`src/rtl/timed_access_watchdog_unit_defines.svh`:
```
// ----------------------------------------------------------------------------
// Timed-access watchdog unit: assertion macros
// Shared concurrent assertion forms, clocked on clk and disabled in reset.
// ----------------------------------------------------------------------------
`ifndef TIMED_ACCESS_WATCHDOG_UNIT_DEFINES_SVH
`define TIMED_ACCESS_WATCHDOG_UNIT_DEFINES_SVH

// Same-cycle implication.
`define TAWD_ASSERT_IMPL(lbl, ante, cons) \
	lbl: assert property (@(posedge clk) disable iff (!arst_n) (ante) |-> (cons)) \
		else $error("tawd: same-cycle check failed");

// Next-cycle implication.
`define TAWD_ASSERT_NEXT(lbl, ante, cons) \
	lbl: assert property (@(posedge clk) disable iff (!arst_n) (ante) |=> (cons)) \
		else $error("tawd: next-cycle check failed");

`endif

```
`src/rtl/tawd_pkg.sv`:
```
// ----------------------------------------------------------------------------
// tawd_pkg
// Types and constants shared by the timed-access watchdog unit.
// ----------------------------------------------------------------------------
package tawd_pkg;

	localparam int TIME_W     = 48;
	localparam int FREQ_W     = 25;
	localparam int WIN_W      = 16;
	localparam int CFG_IDX_W  = 2;
	localparam int CFG_DATA_W = 25;
	localparam int IVL_W      = 46;

	// Shared divider: the dividend covers the largest count times one million.
	localparam int DIV_N_W   = IVL_W;
	localparam int DIV_D_W   = FREQ_W;
	localparam int DIV_STEPS = DIV_N_W;
	localparam int DIV_CNT_W = $clog2(DIV_STEPS + 1);

	localparam logic [CFG_IDX_W-1:0] CFG_OSC_FREQ    = 2'd0;
	localparam logic [CFG_IDX_W-1:0] CFG_WDT_PRESENT = 2'd1;
	localparam logic [CFG_IDX_W-1:0] CFG_UNLOCK_WIN  = 2'd2;

	localparam longint unsigned OSC_RST_HZ = 64'd24000000;
	localparam longint unsigned US_PER_S   = 64'd1000000;
	localparam longint unsigned BASE_COUNT = 64'd131072;

	localparam logic [FREQ_W-1:0] OSC_RST = FREQ_W'(OSC_RST_HZ);
	localparam logic [WIN_W-1:0]  WIN_RST = 16'd100;
	localparam logic [IVL_W-1:0]  IVL_RST = IVL_W'(BASE_COUNT * US_PER_S / OSC_RST_HZ);
	localparam logic [19:0]       MILLION = 20'd1000000;

	typedef struct packed {
		logic              func;
		logic [7:0]        reg_addr;
		logic [7:0]        write_data;
		logic [TIME_W-1:0] now_us;
	} tawd_in_t;

	typedef struct packed {
		logic              write_taken;
		logic [1:0]        unlock_state;
		logic              overflow_now;
		logic [31:0]       overflow_count;
		logic [TIME_W-1:0] next_deadline_us;
		logic [FREQ_W-1:0] sys_clock_hz;
	} tawd_out_t;

	typedef struct packed {
		logic item_load;
		logic exec;
		logic cfg_write;
		logic div_start;
		logic div_is_ivl;
		logic clk_capture;
		logic ivl_capture;
		logic out_load;
	} tawd_cmd_t;

	typedef struct packed {
		logic need_clk_cfg;
		logic need_clk;
		logic need_ivl;
		logic div_done;
	} tawd_sts_t;

	// Watchdog counts are powers of two, so count * 1e6 is a shift of 1e6.
	function automatic logic [4:0] wd_shift(input logic [2:0] sel);
		logic [4:0] sh;
		case (sel)
			3'd0:    sh = 5'd17;
			3'd1:    sh = 5'd18;
			3'd2:    sh = 5'd19;
			3'd3:    sh = 5'd20;
			3'd4:    sh = 5'd21;
			3'd5:    sh = 5'd22;
			3'd6:    sh = 5'd24;
			3'd7:    sh = 5'd26;
			default: sh = 5'd17;
		endcase
		return sh;
	endfunction

endpackage

```
`src/rtl/tawd_div.sv`:
```
// ----------------------------------------------------------------------------
// tawd_div
// Restoring unsigned divider, one quotient bit per cycle.
// ----------------------------------------------------------------------------
module tawd_div (
	input  logic                         clk,
	input  logic                         arst_n,
	input  logic                         start,
	input  logic [tawd_pkg::DIV_N_W-1:0] dividend,
	input  logic [tawd_pkg::DIV_D_W-1:0] divisor,
	output logic                         done,
	output logic [tawd_pkg::DIV_N_W-1:0] quotient
);
	import tawd_pkg::*;

	logic                 busy_q;
	logic                 done_q;
	logic [DIV_CNT_W-1:0] cnt_q;
	logic [DIV_N_W-1:0]   dvd_q;
	logic [DIV_D_W-1:0]   dvs_q;
	logic [DIV_D_W-1:0]   rem_q;
	logic [DIV_D_W:0]     shifted;
	logic                 fits;

	assign shifted = {rem_q, dvd_q[DIV_N_W-1]};
	assign fits    = shifted >= {1'b0, dvs_q};

	always_ff @(posedge clk or negedge arst_n) begin
		if (!arst_n) begin
			busy_q <= 1'b0;
			done_q <= 1'b0;
			cnt_q  <= '0;
		end else begin
			done_q <= 1'b0;
			if (start) begin
				busy_q <= 1'b1;
				cnt_q  <= DIV_CNT_W'(DIV_STEPS);
			end else if (busy_q) begin
				cnt_q <= cnt_q - 1'b1;
				if (cnt_q == DIV_CNT_W'(1)) begin
					busy_q <= 1'b0;
					done_q <= 1'b1;
				end
			end
		end
	end

	always_ff @(posedge clk) begin
		if (start) begin
			dvd_q <= dividend;
			dvs_q <= divisor;
			rem_q <= '0;
		end else if (busy_q) begin
			dvd_q <= {dvd_q[DIV_N_W-2:0], fits};
			rem_q <= fits ? DIV_D_W'(shifted - {1'b0, dvs_q}) : shifted[DIV_D_W-1:0];
		end
	end

	assign done     = done_q;
	assign quotient = dvd_q;

endmodule

```
`src/rtl/tawd_dp.sv`:
```
// ----------------------------------------------------------------------------
// tawd_dp
// Datapath: unlock sequence, watchdog state, clock and interval registers.
// ----------------------------------------------------------------------------
`include "timed_access_watchdog_unit_defines.svh"

module tawd_dp (
	input  logic                            clk,
	input  logic                            arst_n,
	input  tawd_pkg::tawd_cmd_t             cmd,
	output tawd_pkg::tawd_sts_t             sts,
	input  tawd_pkg::tawd_in_t              in_data,
	input  logic [tawd_pkg::CFG_IDX_W-1:0]  cfg_index,
	input  logic [tawd_pkg::CFG_DATA_W-1:0] cfg_data,
	output tawd_pkg::tawd_out_t             out_data
);
	import tawd_pkg::*;

	localparam logic [7:0] ADDR_TA     = 8'h96;
	localparam logic [7:0] ADDR_CLKDIV = 8'h8F;
	localparam logic [7:0] ADDR_WDCON  = 8'h97;
	localparam logic [7:0] ADDR_CKCON  = 8'h8E;
	localparam logic [7:0] KEY_FIRST   = 8'hAA;
	localparam logic [7:0] KEY_SECOND  = 8'h55;
	localparam int         WD_ARM_BIT  = 1;
	localparam int         WD_FEED_BIT = 0;
	localparam logic       FUNC_WRITE  = 1'b0;

	localparam logic [1:0] PH_LOCKED = 2'd0;
	localparam logic [1:0] PH_KEY1   = 2'd1;
	localparam logic [1:0] PH_OPEN   = 2'd2;

	// Configuration registers.
	logic [FREQ_W-1:0] osc_q;
	logic              wdt_q;
	logic [WIN_W-1:0]  win_q;

	// Architectural state.
	logic [1:0]        phase_q, phase_d;
	logic [TIME_W-1:0] key1_q, key1_d;
	logic [TIME_W-1:0] feed_q, feed_d;
	logic              latched_q, latched_d;
	logic [7:0]        wdcon_q, wdcon_d;
	logic [7:0]        clkdiv_q, clkdiv_d;
	logic [2:0]        sel_q, sel_d;
	logic [31:0]       total_q, total_d;
	logic [FREQ_W-1:0] clock_q;
	logic [IVL_W-1:0]  ivl_q;

	// Item being worked on and its per-item flags.
	tawd_in_t          item_q;
	logic              taken_q, taken_d;
	logic              fired_q, fired_d;
	tawd_out_t         res_q;

	logic              prot;
	logic [1:0]        p1, p2;
	logic [TIME_W-1:0] key_gap;
	logic [TIME_W-1:0] since_feed;
	logic [IVL_W-1:0]  ivl_eff;
	logic              wd_active;
	logic [DIV_N_W-1:0] div_n;
	logic [DIV_D_W-1:0] div_d;
	logic               div_done;
	logic [DIV_N_W-1:0] div_q;
	logic [TIME_W-1:0]  deadline;

	assign ivl_eff    = wdt_q ? ivl_q : '0;
	assign wd_active  = wdt_q && wdcon_q[WD_ARM_BIT] && !latched_q;
	assign key_gap    = item_q.now_us - key1_q;
	assign since_feed = item_q.now_us - feed_q;

	always_comb begin
		phase_d   = phase_q;
		key1_d    = key1_q;
		feed_d    = feed_q;
		latched_d = latched_q;
		wdcon_d   = wdcon_q;
		clkdiv_d  = clkdiv_q;
		sel_d     = sel_q;
		total_d   = total_q;
		taken_d   = 1'b1;
		fired_d   = 1'b0;
		prot      = (item_q.reg_addr inside {ADDR_TA, ADDR_CLKDIV, ADDR_WDCON});
		p1        = (wdt_q && !prot) ? PH_LOCKED : phase_q;
		p2        = (p1 == PH_KEY1 && key_gap > TIME_W'(win_q)) ? PH_LOCKED : p1;
		if (item_q.func == FUNC_WRITE) begin
			if (item_q.reg_addr == ADDR_TA) begin
				if (p2 == PH_LOCKED && item_q.write_data == KEY_FIRST) begin
					phase_d = PH_KEY1;
					key1_d  = item_q.now_us;
				end else if (p2 == PH_KEY1 && item_q.write_data == KEY_SECOND) begin
					phase_d = PH_OPEN;
				end else begin
					phase_d = PH_LOCKED;
				end
			end else if (item_q.reg_addr == ADDR_CLKDIV || item_q.reg_addr == ADDR_WDCON) begin
				// Any protected write uses up the unlock, whether taken or not.
				phase_d = PH_LOCKED;
				if (p1 != PH_OPEN) begin
					taken_d = 1'b0;
				end else if (item_q.reg_addr == ADDR_CLKDIV) begin
					clkdiv_d = item_q.write_data;
				end else begin
					wdcon_d = item_q.write_data;
					if ((!wdcon_q[WD_ARM_BIT] && item_q.write_data[WD_ARM_BIT])
							|| item_q.write_data[WD_FEED_BIT]) begin
						feed_d    = item_q.now_us;
						latched_d = 1'b0;
					end
				end
			end else if (item_q.reg_addr == ADDR_CKCON) begin
				sel_d   = item_q.write_data[7:5];
				phase_d = p1;
			end else begin
				phase_d = p1;
			end
		end else if (wd_active && ivl_eff != '0 && item_q.now_us >= feed_q
				&& since_feed >= TIME_W'(ivl_eff)) begin
			latched_d = 1'b1;
			fired_d   = 1'b1;
			if (!(&total_q)) begin
				total_d = total_q + 32'd1;
			end
		end
	end

	assign sts.need_clk_cfg = (cfg_index == CFG_OSC_FREQ);
	assign sts.need_clk     = (item_q.func == FUNC_WRITE) && (item_q.reg_addr == ADDR_CLKDIV)
		&& (phase_q == PH_OPEN);
	assign sts.need_ivl     = (item_q.func == FUNC_WRITE) && (item_q.reg_addr == ADDR_CKCON);
	assign sts.div_done     = div_done;

	// Clock derivation divides fosc by 2*div; the interval divides count*1e6 by fsys.
	assign div_n = cmd.div_is_ivl ? (DIV_N_W'(MILLION) << wd_shift(sel_q))
		: DIV_N_W'(osc_q);
	assign div_d = cmd.div_is_ivl ? clock_q : DIV_D_W'({clkdiv_q, 1'b0});

	tawd_div u_div (
		.clk      (clk),
		.arst_n   (arst_n),
		.start    (cmd.div_start),
		.dividend (div_n),
		.divisor  (div_d),
		.done     (div_done),
		.quotient (div_q)
	);

	always_ff @(posedge clk or negedge arst_n) begin
		if (!arst_n) begin
			osc_q     <= OSC_RST;
			wdt_q     <= 1'b1;
			win_q     <= WIN_RST;
			phase_q   <= PH_LOCKED;
			key1_q    <= '0;
			feed_q    <= '0;
			latched_q <= 1'b0;
			wdcon_q   <= '0;
			clkdiv_q  <= '0;
			sel_q     <= '0;
			total_q   <= '0;
			clock_q   <= OSC_RST;
			ivl_q     <= IVL_RST;
		end else begin
			if (cmd.cfg_write) begin
				case (cfg_index)
					CFG_OSC_FREQ:    osc_q <= cfg_data;
					CFG_WDT_PRESENT: wdt_q <= cfg_data[0];
					CFG_UNLOCK_WIN:  win_q <= cfg_data[WIN_W-1:0];
					default:         ;
				endcase
			end
			if (cmd.exec) begin
				phase_q   <= phase_d;
				key1_q    <= key1_d;
				feed_q    <= feed_d;
				latched_q <= latched_d;
				wdcon_q   <= wdcon_d;
				clkdiv_q  <= clkdiv_d;
				sel_q     <= sel_d;
				total_q   <= total_d;
			end
			if (cmd.clk_capture) begin
				// A divided clock of zero falls back to the oscillator.
				clock_q <= (clkdiv_q == '0 || div_q == '0) ? osc_q : div_q[FREQ_W-1:0];
			end
			if (cmd.ivl_capture) begin
				ivl_q <= (clock_q == '0) ? '0 : div_q;
			end
		end
	end

	assign deadline = (wd_active && ivl_eff != '0) ? feed_q + TIME_W'(ivl_eff) : '1;

	always_ff @(posedge clk) begin
		if (cmd.item_load) begin
			item_q <= in_data;
		end
		if (cmd.exec) begin
			taken_q <= taken_d;
			fired_q <= fired_d;
		end
		if (cmd.out_load) begin
			res_q.write_taken      <= taken_q;
			res_q.unlock_state     <= phase_q;
			res_q.overflow_now     <= fired_q;
			res_q.overflow_count   <= total_q;
			res_q.next_deadline_us <= deadline;
			res_q.sys_clock_hz     <= clock_q;
		end
	end

	assign out_data = res_q;

	`TAWD_ASSERT_NEXT(ovf_total_monotonic, 1'b1, total_q >= $past(total_q))
	`TAWD_ASSERT_IMPL(ovf_latch_counts, $rose(latched_q), total_q == $past(total_q) + 32'd1 || &total_q)

endmodule

```
`src/rtl/tawd_ctrl.sv`:
```
// ----------------------------------------------------------------------------
// tawd_ctrl
// Controller: sequences item execution, divider runs and result hand-off.
// ----------------------------------------------------------------------------
`include "timed_access_watchdog_unit_defines.svh"

module tawd_ctrl (
	input  logic                clk,
	input  logic                arst_n,
	input  logic                in_valid,
	output logic                in_ready,
	input  logic                cfg_valid,
	output logic                cfg_ready,
	output logic                out_valid,
	input  logic                out_ready,
	input  tawd_pkg::tawd_sts_t sts,
	output tawd_pkg::tawd_cmd_t cmd
);
	import tawd_pkg::*;

	typedef enum logic [2:0] {
		ST_IDLE,
		ST_EXEC,
		ST_CLK_GO,
		ST_CLK_WAIT,
		ST_IVL_GO,
		ST_IVL_WAIT,
		ST_DONE
	} state_t;

	state_t state_q, state_d;
	logic   item_q, item_d;
	logic   out_valid_q;

	always_comb begin
		state_d   = state_q;
		item_d    = item_q;
		cmd       = '0;
		in_ready  = 1'b0;
		cfg_ready = 1'b0;
		case (state_q)
			ST_IDLE: begin
				cfg_ready = 1'b1;
				in_ready  = !cfg_valid;
				if (cfg_valid) begin
					cmd.cfg_write = 1'b1;
					if (sts.need_clk_cfg) begin
						item_d  = 1'b0;
						state_d = ST_CLK_GO;
					end
				end else if (in_valid) begin
					cmd.item_load = 1'b1;
					item_d        = 1'b1;
					state_d       = ST_EXEC;
				end
			end
			ST_EXEC: begin
				cmd.exec = 1'b1;
				if (sts.need_clk) begin
					state_d = ST_CLK_GO;
				end else if (sts.need_ivl) begin
					state_d = ST_IVL_GO;
				end else begin
					state_d = ST_DONE;
				end
			end
			ST_CLK_GO: begin
				cmd.div_start = 1'b1;
				state_d       = ST_CLK_WAIT;
			end
			ST_CLK_WAIT: begin
				if (sts.div_done) begin
					cmd.clk_capture = 1'b1;
					state_d         = ST_IVL_GO;
				end
			end
			ST_IVL_GO: begin
				cmd.div_start  = 1'b1;
				cmd.div_is_ivl = 1'b1;
				state_d        = ST_IVL_WAIT;
			end
			ST_IVL_WAIT: begin
				cmd.div_is_ivl = 1'b1;
				if (sts.div_done) begin
					cmd.ivl_capture = 1'b1;
					state_d         = item_q ? ST_DONE : ST_IDLE;
				end
			end
			ST_DONE: begin
				if (!out_valid_q || out_ready) begin
					cmd.out_load = 1'b1;
					state_d      = ST_IDLE;
				end
			end
			default: state_d = ST_IDLE;
		endcase
	end

	always_ff @(posedge clk or negedge arst_n) begin
		if (!arst_n) begin
			state_q     <= ST_IDLE;
			item_q      <= 1'b0;
			out_valid_q <= 1'b0;
		end else begin
			state_q     <= state_d;
			item_q      <= item_d;
			out_valid_q <= cmd.out_load || (out_valid_q && !out_ready);
		end
	end

	assign out_valid = out_valid_q;

	`TAWD_ASSERT_NEXT(accept_goes_busy, in_valid && in_ready, !in_ready && !cfg_ready)
	`TAWD_ASSERT_IMPL(load_only_when_free, cmd.out_load, !out_valid_q || out_ready)

endmodule

```
`src/rtl/timed_access_watchdog_unit.sv`:
```
// ----------------------------------------------------------------------------
// timed_access_watchdog_unit
// Timed-access protected watchdog: unlock keys, protected register writes,
// system clock derivation and watchdog overflow detection on polls.
// ----------------------------------------------------------------------------
//
// Channel   Direction  Handshake              Payload
// in        in         in_valid / in_ready    in_data   (tawd_in_t)
// out       out        out_valid / out_ready  out_data  (tawd_out_t)
// cfg       in         cfg_valid / cfg_ready  cfg_index, cfg_data
//
// A plain item runs through the execute and done states, where the output register loads;
// only then is the next item taken. A taken CLKDIV write or an oscillator frequency write
// adds two runs of the shared divider (clock, then interval); a CKCON write adds one run.
// Reset is asynchronous and active low; all state but the item, result and divider data
// registers takes its reset value at once. A held result lets the next item execute,
// which then waits for the output register.
// ----------------------------------------------------------------------------
module timed_access_watchdog_unit (
	input  logic                            clk,
	input  logic                            arst_n,
	input  logic                            in_valid,
	output logic                            in_ready,
	input  tawd_pkg::tawd_in_t              in_data,
	output logic                            out_valid,
	input  logic                            out_ready,
	output tawd_pkg::tawd_out_t             out_data,
	input  logic                            cfg_valid,
	output logic                            cfg_ready,
	input  logic [tawd_pkg::CFG_IDX_W-1:0]  cfg_index,
	input  logic [tawd_pkg::CFG_DATA_W-1:0] cfg_data
);
	import tawd_pkg::*;

	// The controller never touches payload; it only issues commands to the
	// datapath and watches the few status flags that steer its sequence.
	tawd_cmd_t cmd;
	tawd_sts_t sts;

	tawd_ctrl u_ctrl (
		.clk       (clk),
		.arst_n    (arst_n),
		.in_valid  (in_valid),
		.in_ready  (in_ready),
		.cfg_valid (cfg_valid),
		.cfg_ready (cfg_ready),
		.out_valid (out_valid),
		.out_ready (out_ready),
		.sts       (sts),
		.cmd       (cmd)
	);

	// The datapath holds the unlock phase, the watchdog registers, the derived
	// clock and interval, the divider, and the output register.
	tawd_dp u_dp (
		.clk       (clk),
		.arst_n    (arst_n),
		.cmd       (cmd),
		.sts       (sts),
		.in_data   (in_data),
		.cfg_index (cfg_index),
		.cfg_data  (cfg_data),
		.out_data  (out_data)
	);

endmodule

```
`config.mk`:
```
export PLATFORM = sky130hd
export DESIGN_NAME = timed_access_watchdog_unit
export DESIGN_NICKNAME = d
export VERILOG_FILES = /design/src/rtl/tawd_pkg.sv /design/src/rtl/tawd_div.sv /design/src/rtl/tawd_dp.sv /design/src/rtl/tawd_ctrl.sv /design/src/rtl/timed_access_watchdog_unit.sv
export VERILOG_INCLUDE_DIRS = /design/src /design/src/rtl
export SDC_FILE = /design/constraint.sdc
export NUM_CORES = 1
export LEC_CHECK = 0
export BUFFER_PORTS_ARGS = -buffer_cell sky130_fd_sc_hd__buf_4
export CAP_MARGIN = 20
export CORE_MARGIN = 5
export CORE_UTILIZATION = 30
export CTS_CLUSTER_SIZE = 8
export DETAILED_ROUTE_END_ITERATION = 8
export PLACE_DENSITY = 0.47
export REMOVE_ABC_BUFFERS = 1
export SYNTH_ARGS = -nofsm -noshare
export SYNTH_HDL_FRONTEND = slang
export SYNTH_HIERARCHICAL = 1
export SYNTH_SLANG_ARGS = --single-unit
```
`constraint.sdc`:
```
create_clock -name clk -period 18.24 [get_ports clk]
set_clock_uncertainty 0.15 [all_clocks]
set_input_delay 0.912 -clock clk [delete_from_list [all_inputs] [get_ports clk]]
set_output_delay 0.912 -clock clk [all_outputs]
set_load 0.05 [all_outputs]
```
==> results by group, run 1 <==
Power
  • VDD IR-drop max: 0.06794 mV
  • PwrDens: 116.9 mW/mm2
  • Leakage power: 0.01656 uW
  • Overall power: 4522 uW

Min path
  • Hold Path Class: in -> async

Detailed routing
  • Drc violations: 0
  • Via Count: 25,390
  • Routed len/inst: 20.08 um
  • Drt initial violations: 1,624
  • Post-DRT Antenna Nets: 0
  • TritonRoute pass-1 iters: 5
  • Routed wire length: 102.9 mm
  • Vias per inst: 4.958

Placement
  • Port bufs: 208
  • DP Wirelength: 77.56 mm
  • Gpl congestion: 0.8830
  • DP Area: 0.03620 mm2

Synth
  • Synth top area share: 22.43%
  • Distinct cells, synth: 96
  • Post-Synth Simple-Gate Area: 15.05%
  • Post-synthesis sequential area ratio: 44.41%
  • Post-synthesis mux area share: 6.269%
  • Ranking of synthesized cells by area: edfxtp_1 (22%), dfrtp_1 (18%), ha_1 (9.1%)
  • Ys Warns: 6
  • Post-synth EDFFs: 247
  • Post-Syn Instances: 3,388
  • Async SR Flop Fraction: 49.72%
  • Post-Synth Adder-Cell Area: 9.322%
  • Post-synth top area cell: edfxtp_1
  • XOR/XNOR Fraction of Synth Area: 4.211%
  • Main combinational cell family by area after synthesis: compound AO/OA/AOI/OAI gates
  • Complex-gate fraction of the synthesized area: 15.78%
  • Register bit total from synthesis: 541
  • Avg Inst Size Synth: 9.762 um2
  • Mapped cell area: 0.03307 mm2
  • Synth Flop Type: edfxtp_1

Worst setup path
  • CP Class: reg -> reg
  • Worst path required time: 18.61 ns
  • CP Max Fanout: 32
  • Internal reg-to-reg setup slack: 11.07 ns
  • Setup crit start kind: flip-flop
  • Critical Path AT: 7.54 ns
  • R2R cell count: 26
  • Critical Path End Type: flip-flop

STA
  • Period utilisation layout: 39.30%
  • Final Hold Viols: 0
  • Fin. max-slew vios: 0
  • Fin Setup TNS: 0 ns
  • Min Clock Period, post-route: 7.168 ns
  • FMAX: 0.1395 GHz
  • # setup viols final: 0
  • Unrepaired setup endpoints after global routing: no
  • Worst Tran Pin Value: 0.9986 ns
  • Relative slew slack: 33.23%

GRT
  • Vias in the first global route: 25,530
  • GRT Residual Overflow: 0
  • Largest net degree at the start of global routing: 93
  • Antenna violations before repair: 0
  • GRT Total Usage: 17.19%
  • Global-route wire length before repair: 156.8 mm

Clock network
  • H-tree depth: 3
  • TritonCTS Sinks: 541
  • CTS Buffer Depth: 3
  • Clock Latency Late Sink: 0.67 ns
  • Worst-path clk slew: 0.06 ns
  • CTS tree: done
  • CTS root buf: clkbuf_16
  • Hold buffer count at cts: 0
  • Resize count post-CTS: 0
  • Num CTS Buffers: 80
  • # Post-CTS Setup Buffers: 0

Finish
  • Area Overhead vs Synth: 16.93%
  • Finished Cell Area: 0.03867 mm2
  • Most frequent cells in the layout: nand2_1 (381), inv_1 (289), edfxtp_1 (247)
  • Commonest non-fill, non-tap cell in the layout: nand2_1
  • # diodes: 0
  • Fin nets: 3,920
  • Share of layout cells above drive strength 1: 15.55%

Floorplan
  • Io pins: 209
  • Die Footprint: 0.1170 mm2
  • Die Y: 342.0 um
  • Die X-Extent: 342.0 um
  • Row count: 121
  • Initial Util: 30.30%
  • Core Area: 0.1092 mm2

Run status
  • Outcome: complete, no violations

Run
  • Max Cap Viol: 0
[registers in the layout, summed over array words and instances (netlist names), 2 cells and up]
signal	flops
u_dp/u_div/rem_q	25
u_dp/win_q	16
u_dp/u_div/dvs_q	25
u_dp/u_div/cnt_q	6
u_dp/phase_q	2
u_dp/clkdiv_q	8
u_dp/total_q	32
u_dp/item_q	65
u_dp/clock_q	25
u_dp/sel_q	3
u_dp/out_data	109
u_dp/osc_q	25
u_ctrl/state_q	3
u_dp/u_div/quotient	46
u_dp/key1_q	48
u_dp/feed_q	48
u_dp/ivl_q	46
[worst max-delay path, stage by stage, from the launching register on]
cell	delay, ns
edfxtp_1	0.44
ha_1	0.42
a211oi_1	0.26
nand2_1	0.13
a2111o_1	0.39
nor3_1	0.36
nor4b_1	0.18
a31oi_1	0.54
o21ai_0	0.28
a31oi_1	0.38
nor2_1	0.09
a31o_2	0.26
xor2_1	0.14
ha_1	0.30
a21o_1	0.18
a21oi_1	0.13
nor2b_1	0.05
a2111oi_0	0.60
a21oi_1	0.21
nand3_1	0.14
a211oi_1	0.05
and3b_1	0.29
nand2_1	0.09
o221ai_2	0.16
buf_4	0.37
nor2_1	0.12
mux2_2	0.29
[cells by family (layout without fill, tap and decap cells)]
family,Yosys count,count (layout)
buffers and inverters,413,671
xor gates and xnor gates,159,159
muxes,188,188
DFF,541,541
AOI/OAI and AO/OA,818,818
and+or+nand+nor,1025,1025
adders and majority gates,244,244
[final cells by class]
| class | instances | area, um2 |
|---|---|---|
| multi-input cells | 2434 | 16820 |
| inverters | 289 | 1085 |
| fillers | 11180 | 70490 |
| clock inverters | 10 | 196.4 |
| clock buffers | 139 | 2275 |
| well taps | 1476 | 1847 |
| flip-flops and latches | 541 | 14690 |
| repair buffers | 233 | 1757 |
[cells in the mapped netlist, types with 62 or more instances]
master	n
a21oi_1	228
nor2_1	185
nand2_1	381
xnor2_1	82
dfrtp_1	238
ha_1	240
clkbuf_1	78
inv_1	289
mux2_2	144
xor2_1	77
a21o_1	105
nand3_1	62
o21ai_0	223
edfxtp_1	247
[power by group]
| part | switching [uW] | internal (uW) |
|---|---|---|
| sequential | 165 | 1520 |
| combinational | 830 | 541 |
| clock | 593 | 878 |
| total | 1590 | 2930 |
[layer usage]
metal  track usage [%]  part of all wire [%]  vias up  wire length [um]
met5                 0                     0        -                 0
met4             4.480                   2.1        0              2205
met3             2.623                   3.8      120              3954
met2             29.01                    48      443             49000
met1             23.12                    46    12270             47690
li1                  -                     -    12560                 -
[worst paths after layout]
path	from	end
min in group clk	in_data[17]	u_dp/item_q[17]
hold reg to reg	u_dp/fired_q	u_dp/out_data[105]
setup / recovery	u_dp/item_q[18]	u_dp/total_q[1]
hold / removal	arst_n	u_dp/feed_q[21]
max in group asynchronous	arst_n	u_dp/key1_q[12]
setup reg to reg	u_dp/item_q[18]	u_dp/total_q[1]
[through the flow]
step | utilization, % | std cells | hold slack [ns] | setup slack, ns
after floorplan | - | 3264 | 0.2503 | 11.23
after global placement | 33.16 | 4973 | 0.2736 | 11.36
after detailed placement | 33.16 | 4973 | 0.2806 | 11.14
after CTS | 35.43 | 5122 | 0.1503 | 11.09
after global routing | 35.43 | 5122 | 0.1789 | 10.53
final | 35.43 | 5122 | 0.1369 | 11.07
Note: power is estimated with default switching activity, not from simulation.
==> run 2: changes to the inputs <==
==> constraint.sdc (replaced) <==
create_clock -name clk -period 6.65 [get_ports clk]
set_clock_uncertainty 0.15 [all_clocks]
set_input_delay 0.3325 -clock clk [delete_from_list [all_inputs] [get_ports clk]]
set_output_delay 0.3325 -clock clk [all_outputs]
set_load 0.05 [all_outputs]
==> run 2 against run 1 <==
Against the previous run:
- routed wire length up 0.31%
- hold slack worse by 0.026 ns
- maximum frequency up 17%
- die area unchanged
- combinational power rose to 2.8 times the previous value
- final area up 3.2%
- total power rose to 2.7 times the previous value
- non-clock buffer count up 126
- largest power group unchanged
==> results by group, run 2 (synthesized netlist as in run 1, its figures left out) <==
Floorplan
  • Die X-Extent: 342.0 um (unchanged)
  • Core Area: 0.1092 mm2 (unchanged)
  • Die Y: 342.0 um (unchanged)
  • Die Footprint: 0.1170 mm2 (unchanged)
  • Initial Util: 30.30% (unchanged)
  • Io pins: 209 (unchanged)
  • Row count: 121 (unchanged)

Detailed routing
  • Drt initial violations: 1,627 (+0.18%)
  • Vias per inst: 4.938 (-0.40%)
  • Post-DRT Antenna Nets: 0 (unchanged)
  • TritonRoute pass-1 iters: 5 (unchanged)
  • Drc violations: 0 (unchanged)
  • Routed wire length: 103.2 mm (+0.31%)
  • Routed len/inst: 19.65 um (-2.1%)
  • Via Count: 25,920 (+2.1%)

Clock network
  • H-tree depth: 3 (unchanged)
  • CTS tree: done
  • Clock Latency Late Sink: 0.66 ns (about the same)
  • CTS root buf: clkbuf_16
  • CTS Buffer Depth: 3 (unchanged)
  • TritonCTS Sinks: 541 (unchanged)
  • Num CTS Buffers: 80 (unchanged)
  • Worst-path clk slew: 0.05 ns (about the same)

Placement
  • Gpl congestion: 0.8760 (-0.79%)
  • DP Wirelength: 77.64 mm (+0.11%)
  • DP Cell Count: 4,997 (+0.48%)
  • Port bufs: 208 (unchanged)

Power
  • Pint: 8026 uW (+170%)
  • PwrDens: 310.5 mW/mm2 (+170%)
  • Leakage power: 0.01712 uW (+3.4%)
  • Clock share of power: 32.0% (-0.5 points)
  • P_sw: 4361 uW (+170%)
  • Part of the power in registers: 37.1% (about the same)
  • VDD IR-drop max: 0.2034 mV (+200%)
  • Switching part of the total: 35.21% (+0.10 points)
  • Overall power: 12,390 uW (+170%)
  • Gate power share: 30.9% (+0.6 points)

STA
  • Final Hold Viols: 0 (unchanged)
  • FMAX: 0.1634 GHz (+17%)
  • # setup viols final: 0 (unchanged)
  • Unrepaired setup endpoints after global routing: no
  • Worst Tran Pin Value: 0.9951 ns (-0.003499 ns)
  • Fin. max-slew vios: 0 (unchanged)
  • Relative slew slack: 33.46% (+0.23 points)
  • Period utilisation layout: 92.00% (+53 points)
  • Min Clock Period, post-route: 6.118 ns (-1.050 ns)

Finish
  • Max reg flops: 109 (unchanged)
  • Commonest non-fill, non-tap cell in the layout: nand2_1
  • Fin nets: 4,046 (+3.2%)
  • Most frequent cells in the layout: nand2_1 (381), inv_1 (289), buf_4 (254)
  • Share of layout cells above drive strength 1: 15.83% (+0.28 points)
  • Post-route insts no fill: 5,249 (+2.5%)
  • Fillers: 11,090 (-0.81%)
  • Area Overhead vs Synth: 20.64%

Worst setup path
  • Critical Path End Type: flip-flop
  • Critical Path AT: 6.48 ns (-1.06 ns)
  • CP Class: reg -> reg
  • Setup crit start kind: flip-flop
  • Worst path required time: 7.01 ns (-11.60 ns)
  • Worst path slowest cell: o31ai_1
  • Crit path top cell by count: a21oi_1
  • CP Max Fanout: 13 (-59%)
  • Critical Path Max Stage Delay: 0.49 ns (-0.11 ns)

GRT
  • GRT Total Usage: 17.20% (about the same)
  • Largest net degree at the start of global routing: 132 (+42%)
  • GRT Residual Overflow: 0 (unchanged)
  • Global-route wire length before repair: 157.1 mm (+0.24%)
  • Antenna violations before repair: 1 (+1)
  • Vias in the first global route: 25,830 (+1.2%)

Min path
  • Hold Path Class: in -> async

Run
  • Max Cap Viol: 0 (unchanged)

Run status
  • Outcome: complete, no violations
run 2: cell type report:
cell class / count / area, um2 / share of cell area (%)
tap: 1476 / 1847 / 4.628
timing repair buffer: 359 / 3038 / 7.614
multi-input combinational: 2434 / 16830 / 42.18
clock buffer: 137 / 2236 / 5.604
clock inverter: 12 / 175.2 / 0.4390
antenna: 1 / 2.502 / 0.006272
inverter: 289 / 1085 / 2.719
sequential: 541 / 14690 / 36.81
run 2: power groups by stage:
| stage | registers [uW] | clock network (uW) | logic [uW] |
|---|---|---|---|
| after floorplan | 4820 | 0 | 2470 |
| after global placement | 4660 | 0 | 3790 |
| after detailed placement | 4660 | 0 | 3800 |
| after CTS | 4600 | 4110 | 3870 |
| after global routing | 4660 | 4250 | 4230 |
| final | 4590 | 3960 | 3830 |
run 2: worst max-delay path, delay by kind of cell, from the launching register on:
kind            cells  cell delay (ns)
fa+ha+maj           3             0.84
flops               1             0.39
compound gates     12             2.66
simple gates        7             0.86
buf+inv             6             0.81
xor+xnor            2             0.28
run 2: final timing paths:
| check | start | to | slack [ns] | depth (start not counted) |
|---|---|---|---|---|
| worst max register to register | u_dp/item_q[0] | u_dp/total_q[19] | 0.53 | 30 |
| max in group asynchronous | arst_n | u_dp/clock_q[3] | 4.94 | 3 |
| worst min-delay path | arst_n | u_dp/key1_q[19] | 0.11 | 2 |
| worst max-delay path | u_dp/item_q[0] | u_dp/total_q[19] | 0.53 | 30 |
| worst min register to register | u_dp/fired_q | u_dp/out_data[105] | 0.28 | 0 |
| min in group clk | in_data[3] | u_dp/item_q[3] | 0.26 | 2 |
run 2: timing repair:
| action | CTS | global route |
|---|---|---|
| setup endpoints to repair | 0 | 73 |
| endpoints found under the hold margin | 191 | 0 |
| gates resized for setup | 0 | 4 |
| hold buffers | 97 | 0 |
| setup buffers | 0 | 4 |
run 2: stage by stage:
step / setup TNS (ns) / util, % / hold slack, ns / instance area, um2 / setup slack [ns]
floorplan: -6.099 / - / -0.1131 / 32520 / -0.3637
global placement: 0 / 33.40 / 0.2288 / 36460 / 0.5046
detailed placement: 0 / 33.40 / 0.2336 / 36460 / 0.4388
CTS: 0 / 36.50 / 0.1457 / 39840 / 0.3820
global route: 0 / 36.55 / 0.1778 / 39900 / 0.03245
finish: 0 / 36.55 / 0.1104 / 39900 / 0.5318
run 2: per-layer routing:
| layer | global-route usage [%] | routed length, um | vias to the layer above | share of wire (%) |
|---|---|---|---|---|
| met1 | 23.20 | 47310 | 12440 | 46 |
| li1 | - | - | 12800 | - |
| met5 | 0 | 0 | - | 0 |
| met2 | 28.36 | 48190 | 535 | 47 |
| met4 | 5.680 | 3060 | 0 | 3.0 |
| met3 | 2.628 | 4612 | 142 | 4.5 |
